File: src/c8x_pkg.sv
// Shared types and constants for the CHIP-8 execute slice.
package c8x_pkg;

  localparam int MEM_DEPTH_DEF = 4096;

  localparam int CMD_W  = 2;
  localparam int OPC_W  = 16;
  localparam int HADDR_W = 12;
  localparam int BYTE_W = 8;
  localparam int SEL_W  = 5;
  localparam int RDATA_W = 12;
  localparam int NREGS  = 16;

  localparam logic [CMD_W-1:0] CMD_EXEC   = 2'd0;
  localparam logic [CMD_W-1:0] CMD_MEM_WR = 2'd1;
  localparam logic [CMD_W-1:0] CMD_MEM_RD = 2'd2;
  localparam logic [CMD_W-1:0] CMD_REG_RD = 2'd3;

  localparam logic [3:0] OP_LD_IMM  = 4'h6;
  localparam logic [3:0] OP_ADD_IMM = 4'h7;
  localparam logic [3:0] OP_ALU     = 4'h8;
  localparam logic [3:0] OP_LD_I    = 4'hA;
  localparam logic [3:0] OP_MISC    = 4'hF;

  localparam logic [7:0] FN_STORE = 8'h55;
  localparam logic [7:0] FN_LOAD  = 8'h65;

  localparam logic [3:0]       FLAG_REG = 4'hF;
  localparam logic [SEL_W-1:0] SEL_I    = 5'd16;

  localparam logic STATUS_OK      = 1'b0;
  localparam logic STATUS_IGNORED = 1'b1;

  // Codes follow the low nibble of the 8xyN opcodes.
  typedef enum logic [2:0] {
    ALU_MOV = 3'd0,
    ALU_OR  = 3'd1,
    ALU_AND = 3'd2,
    ALU_XOR = 3'd3,
    ALU_ADD = 3'd4,
    ALU_SUB = 3'd5
  } alu_op_t;

  localparam logic [3:0] ALU_LAST_FN = 4'h5;

  typedef struct packed {
    logic [BYTE_W-1:0] value;
    logic              flag;
  } alu_res_t;

endpackage

File: src/c8x_alu.sv
// Shared 8-bit ALU for register arithmetic and logic.
module c8x_alu (
  input  c8x_pkg::alu_op_t                op,
  input  logic [c8x_pkg::BYTE_W-1:0]      a,
  input  logic [c8x_pkg::BYTE_W-1:0]      b,
  output c8x_pkg::alu_res_t               res
);

  logic [c8x_pkg::BYTE_W:0] sum;
  logic [c8x_pkg::BYTE_W:0] diff;

  assign sum  = {1'b0, a} + {1'b0, b};
  assign diff = {1'b0, a} - {1'b0, b};

  always_comb begin
    res = '0;
    unique case (op)
      c8x_pkg::ALU_MOV: res.value = b;
      c8x_pkg::ALU_OR:  res.value = a | b;
      c8x_pkg::ALU_AND: res.value = a & b;
      c8x_pkg::ALU_XOR: res.value = a ^ b;
      c8x_pkg::ALU_ADD: begin
        res.value = sum[c8x_pkg::BYTE_W-1:0];
        res.flag  = sum[c8x_pkg::BYTE_W];
      end
      c8x_pkg::ALU_SUB: begin
        res.value = diff[c8x_pkg::BYTE_W-1:0];
        res.flag  = ~diff[c8x_pkg::BYTE_W];
      end
      default: res = '0;
    endcase
  end

endmodule

File: config.mk
export PLATFORM = sky130hd
export DESIGN_NAME = c8x_alu
export DESIGN_NICKNAME = d
export VERILOG_FILES = /design/src/c8x_pkg.sv /design/src/c8x_alu.sv
export SDC_FILE = /design/constraint.sdc
export NUM_CORES = 1
export LEC_CHECK = 0
export BUFFER_PORTS_ARGS = -buffer_cell sky130_fd_sc_hd__buf_2
export CELL_PAD_IN_SITES_DETAIL_PLACEMENT = 1
export CELL_PAD_IN_SITES_GLOBAL_PLACEMENT = 1
export CORE_ASPECT_RATIO = 2
export CORE_MARGIN = 2
export CORE_UTILIZATION = 42
export DETAILED_ROUTE_END_ITERATION = 6
export GPL_ROUTABILITY_DRIVEN = 0
export PLACE_DENSITY = 0.94
export SKIP_LAST_GASP = 1
export SLEW_MARGIN = 10
export SYNTH_ARGS = -nofsm -noshare
export SYNTH_HDL_FRONTEND = slang
export SYNTH_SLANG_ARGS = --single-unit
File: constraint.sdc
create_clock -name vclk -period 3.3
set_input_delay 0.495 -clock vclk [all_inputs]
set_output_delay 0.495 -clock vclk [all_outputs]
set_load 0.02 [all_outputs]
==> results.md <==
- For this run, global-route usage on met1 was measured as 22.1%.
- After legalization and detailed placement, the total HPWL measured 2.77 mm.
- The final number of hold-violating endpoints came to 0.
- In the routed design, unresolved DRC markers number 0.
- The number of different library cells used by synthesis comes to 45.
- After global routing the overflow that remains totals 0.
- The area share of the largest cell type after synthesis is 26.4%.
- Of the available clock period, the critical path in the final layout requires 96.4%.
- For this block, the routed nets add up to 3.36 mm of wire.
- The final hold slack is 1.42 ns.
- The post-synth design cell area is 0.00118 mm^2.
- Counting I/O delays and the setup requirement, the final critical path takes 3.18 ns.
- The delay of the slowest cell on the worst path is 0.42 ns.
- The worst vdd rail ir drop is 0.0700 mV.
- At the pin with the least slew margin, the transition time is 0.505 ns.
- STA classifies the critical path endpoint as an output pin.
- In this run the static leakage power is 0.672 nW.
- The die covers 0.00328 mm^2.
- The instance count of the mapped netlist is 156.
- The total power per unit cell area is 166 mW/mm^2.
- Global routing consumed, on the met3 layer, 0.909% of the routing resources.
- The category of the worst setup path launch point is an input port.
- The post-synthesis to final-layout area growth is 9.62%.
- For the final routed database, the setup TNS stands at 0 ns.
- The initial antenna violation count is 0.
- Along the worst hold path, the cell count comes to 3.
- The total of max-cap violations is 0.
- Setup violations remaining at the end of the flow were counted as 0.
- By instance count, the cell type seen most on the critical path is sky130_fd_sc_hd__buf_2.
- The floorplan step set the die width to 41.5 um.
- Overall power consumption after layout is estimated at 0.000215 W.
- In this run the worst hold path is classified as input port to output pin.
- The top cell type by total area after synthesis is sky130_fd_sc_hd__ha_1.
- After detailed routing, the number of vias per cell comes to 5.98.
- Entering global routing, the biggest net connects 26 pins.
- For the worst setup path, the data arrival time is 2.69 ns.
- The antenna cell count is 0.
- The setup fix buffers added after clock tree synthesis is 0.
- The post-synthesis average cell area is 7.59 um^2.
- The register area share after synthesis is 0%.
- The remaining number of nets flagged by the antenna check after routing is 0.
- The number of iterations in the first detailed-routing pass is 4.
- The critical path data required time is 2.80 ns.
- The flow ran to the end, and the final reports show no timing, DRC or antenna violations.
- The worst pin sits at a relative slew slack of 66.3%.
- The region available for standard cell placement spans 0.00270 mm^2.
- Yosys attributes the largest share of cell area to sky130_fd_sc_hd__ha_1 (26%), sky130_fd_sc_hd__mux4_2 (7.6%), sky130_fd_sc_hd__inv_1 (7.3%).
- The initial utilization of the core area, before any placement, comes to 43.8%.
- The first routing iteration left 36 violations.
- The area of all sequential standard cells is 0 um^2.
- Global routing consumed, on the met2 layer, 45.5% of the routing resources.
- The synthesis warning total is 0.
- The number of ports placed on the die boundary is 28.
- The via count of the first global-routing pass is 1351.
- Once layout is complete, the utilization of the core stands at 48.0%.
- Buffers placed on the I/O ports in this run total 28.
- Sequential cells placed in the final layout were counted as 0.
- The maximum clock frequency is 0.314 GHz.
- The critical path goes through buf_2 > inv_1 > ha_1 > fa_2 > o21ba_1 > or4_4 > and3_4 > a22o_1 > or3_1 > buf_2.
- The total number of vias is 1220.
- The post-synth net total is 202.
- The post-route netlist has 22.3% of its cells at a drive strength greater than 1.
- The most used routing layer in global routing is met2.
- The number of clock buffer instances in the layout is 0.
- The first-pass GRT wire length is 5.84 mm.
- Among all stages on the critical path, the largest delay is contributed by sky130_fd_sc_hd__or4_4.
- Measured along the y axis, the die boundary spans 79.1 um.
- Setup repair after global routing left no endpoint under its margin.
- After detailed routing, the average wire length per cell comes to 16.5 um.
- The number of rows created at floorplan is 27.
- The max-slew violation total from the final report is 0.
- In the final design database the tool counted 223 nets.
- The aggregate global-route resource usage is 21.3%.
- The critical path is of the input port to output pin type.
- The top fanout value on the critical path is 2.
==> worst max-delay path, delay by kind of cell <==
| family | cells | cell delay, ns |
|---|---|---|
| AOI/OAI and AO/OA | 2 | 0.37 |
| adders and majority gates | 2 | 0.59 |
| buffers and inverters | 3 | 0.32 |
| and+or+nand+nor | 3 | 0.92 |
==> cell families (layout without fill, tap and decap cells) <==
kind of cell | Yosys count | count (layout) | share of synthesized area (%)
xor gates and xnor gates | 2 | 2 | 1.48
buffers and inverters | 33 | 52 | 13.1
and+or+nand+nor | 38 | 38 | 16.6
adders and majority gates | 27 | 27 | 29.8
muxes | 7 | 7 | 10.1
AOI/OAI and AO/OA | 49 | 49 | 28.9
==> layout by cell type, fill, tap and decap left out, types with 2 or more instances in the layout <==
| cell | n |
|---|---|
| sky130_fd_sc_hd__a211oi_1 | 5 |
| sky130_fd_sc_hd__a21o_1 | 2 |
| sky130_fd_sc_hd__a21oi_1 | 13 |
| sky130_fd_sc_hd__a31oi_1 | 2 |
| sky130_fd_sc_hd__and3_1 | 2 |
| sky130_fd_sc_hd__buf_2 | 28 |
| sky130_fd_sc_hd__ha_1 | 25 |
| sky130_fd_sc_hd__inv_1 | 23 |
| sky130_fd_sc_hd__mux2i_1 | 3 |
| sky130_fd_sc_hd__mux4_2 | 4 |
| sky130_fd_sc_hd__nand2_1 | 11 |
| sky130_fd_sc_hd__nand2b_1 | 3 |
| sky130_fd_sc_hd__nor2_1 | 10 |
| sky130_fd_sc_hd__nor2b_1 | 3 |
| sky130_fd_sc_hd__nor4_1 | 2 |
| sky130_fd_sc_hd__o211ai_1 | 2 |
| sky130_fd_sc_hd__o21ai_0 | 4 |
| sky130_fd_sc_hd__o21bai_1 | 3 |
| sky130_fd_sc_hd__o22ai_1 | 2 |
| sky130_fd_sc_hd__o31a_1 | 2 |
| sky130_fd_sc_hd__o31ai_1 | 2 |
| sky130_fd_sc_hd__o32ai_1 | 2 |
==> path summary, 6_finish.rpt <==
path               from      to  slack (ns)
setup / recovery   a[0]  res[7]        0.12
hold / removal    op[2]  res[3]        1.42
==> cell type report <==
class,instances,area (um^2)
multi-input cells,123,1030
inverters,24,90.1
fillers,372,1410
repair buffers,28,140
well taps,29,36.3
==> cell usage after synthesis, types with 2 or more instances <==
master,number
sky130_fd_sc_hd__a211oi_1,5
sky130_fd_sc_hd__a21o_1,2
sky130_fd_sc_hd__a21oi_1,13
sky130_fd_sc_hd__a31oi_1,2
sky130_fd_sc_hd__and3_1,2
sky130_fd_sc_hd__buf_6,4
sky130_fd_sc_hd__clkbuf_1,4
sky130_fd_sc_hd__fa_1,2
sky130_fd_sc_hd__ha_1,25
sky130_fd_sc_hd__inv_1,23
sky130_fd_sc_hd__mux2i_1,3
sky130_fd_sc_hd__mux4_2,4
sky130_fd_sc_hd__nand2_1,11
sky130_fd_sc_hd__nand2b_1,3
sky130_fd_sc_hd__nor2_1,10
sky130_fd_sc_hd__nor2b_1,3
sky130_fd_sc_hd__nor4_1,2
sky130_fd_sc_hd__o211ai_1,2
sky130_fd_sc_hd__o21ai_0,4
sky130_fd_sc_hd__o21bai_1,3
sky130_fd_sc_hd__o22ai_1,2
sky130_fd_sc_hd__o31a_1,2
sky130_fd_sc_hd__o31ai_1,2
sky130_fd_sc_hd__o32ai_1,2
==> per-stage QoR <==
step	instances	area [um^2]	worst slack (ns)
2_1_floorplan	156	1180	0.279
3_3_place_gp	204	1290	0.120
3_5_place_dp	204	1290	0.0684
4_1_cts	204	1290	0.0566
5_1_grt	204	1300	0.0483
6_report	204	1300	0.120
==> layer usage <==
layer | vias to the layer above | wire [um]
li1 | 594 | -
met1 | 594 | 1180
met2 | 28 | 2040
met3 | 4 | 100
met4 | 0 | 40
met5 | - | 0
==> power by group <==
| group | switching, W | internal, W | leakage [nW] | total, W |
|---|---|---|---|---|
| clock network | 0 | 0 | 0 | 0 |
| logic | 0.000125 | 0.0000896 | 0.672 | 0.000215 |
| registers | 0 | 0 | 0 | 0 |
| total | 0.000125 | 0.0000896 | 0.672 | 0.000215 |
==> repair_timing <==
item	in CTS	in global routing
gates resized for setup	0	1
setup endpoints to repair	0	1
hold buffers	0	0
No activity file was read; power rests on OpenSTA's default activity.
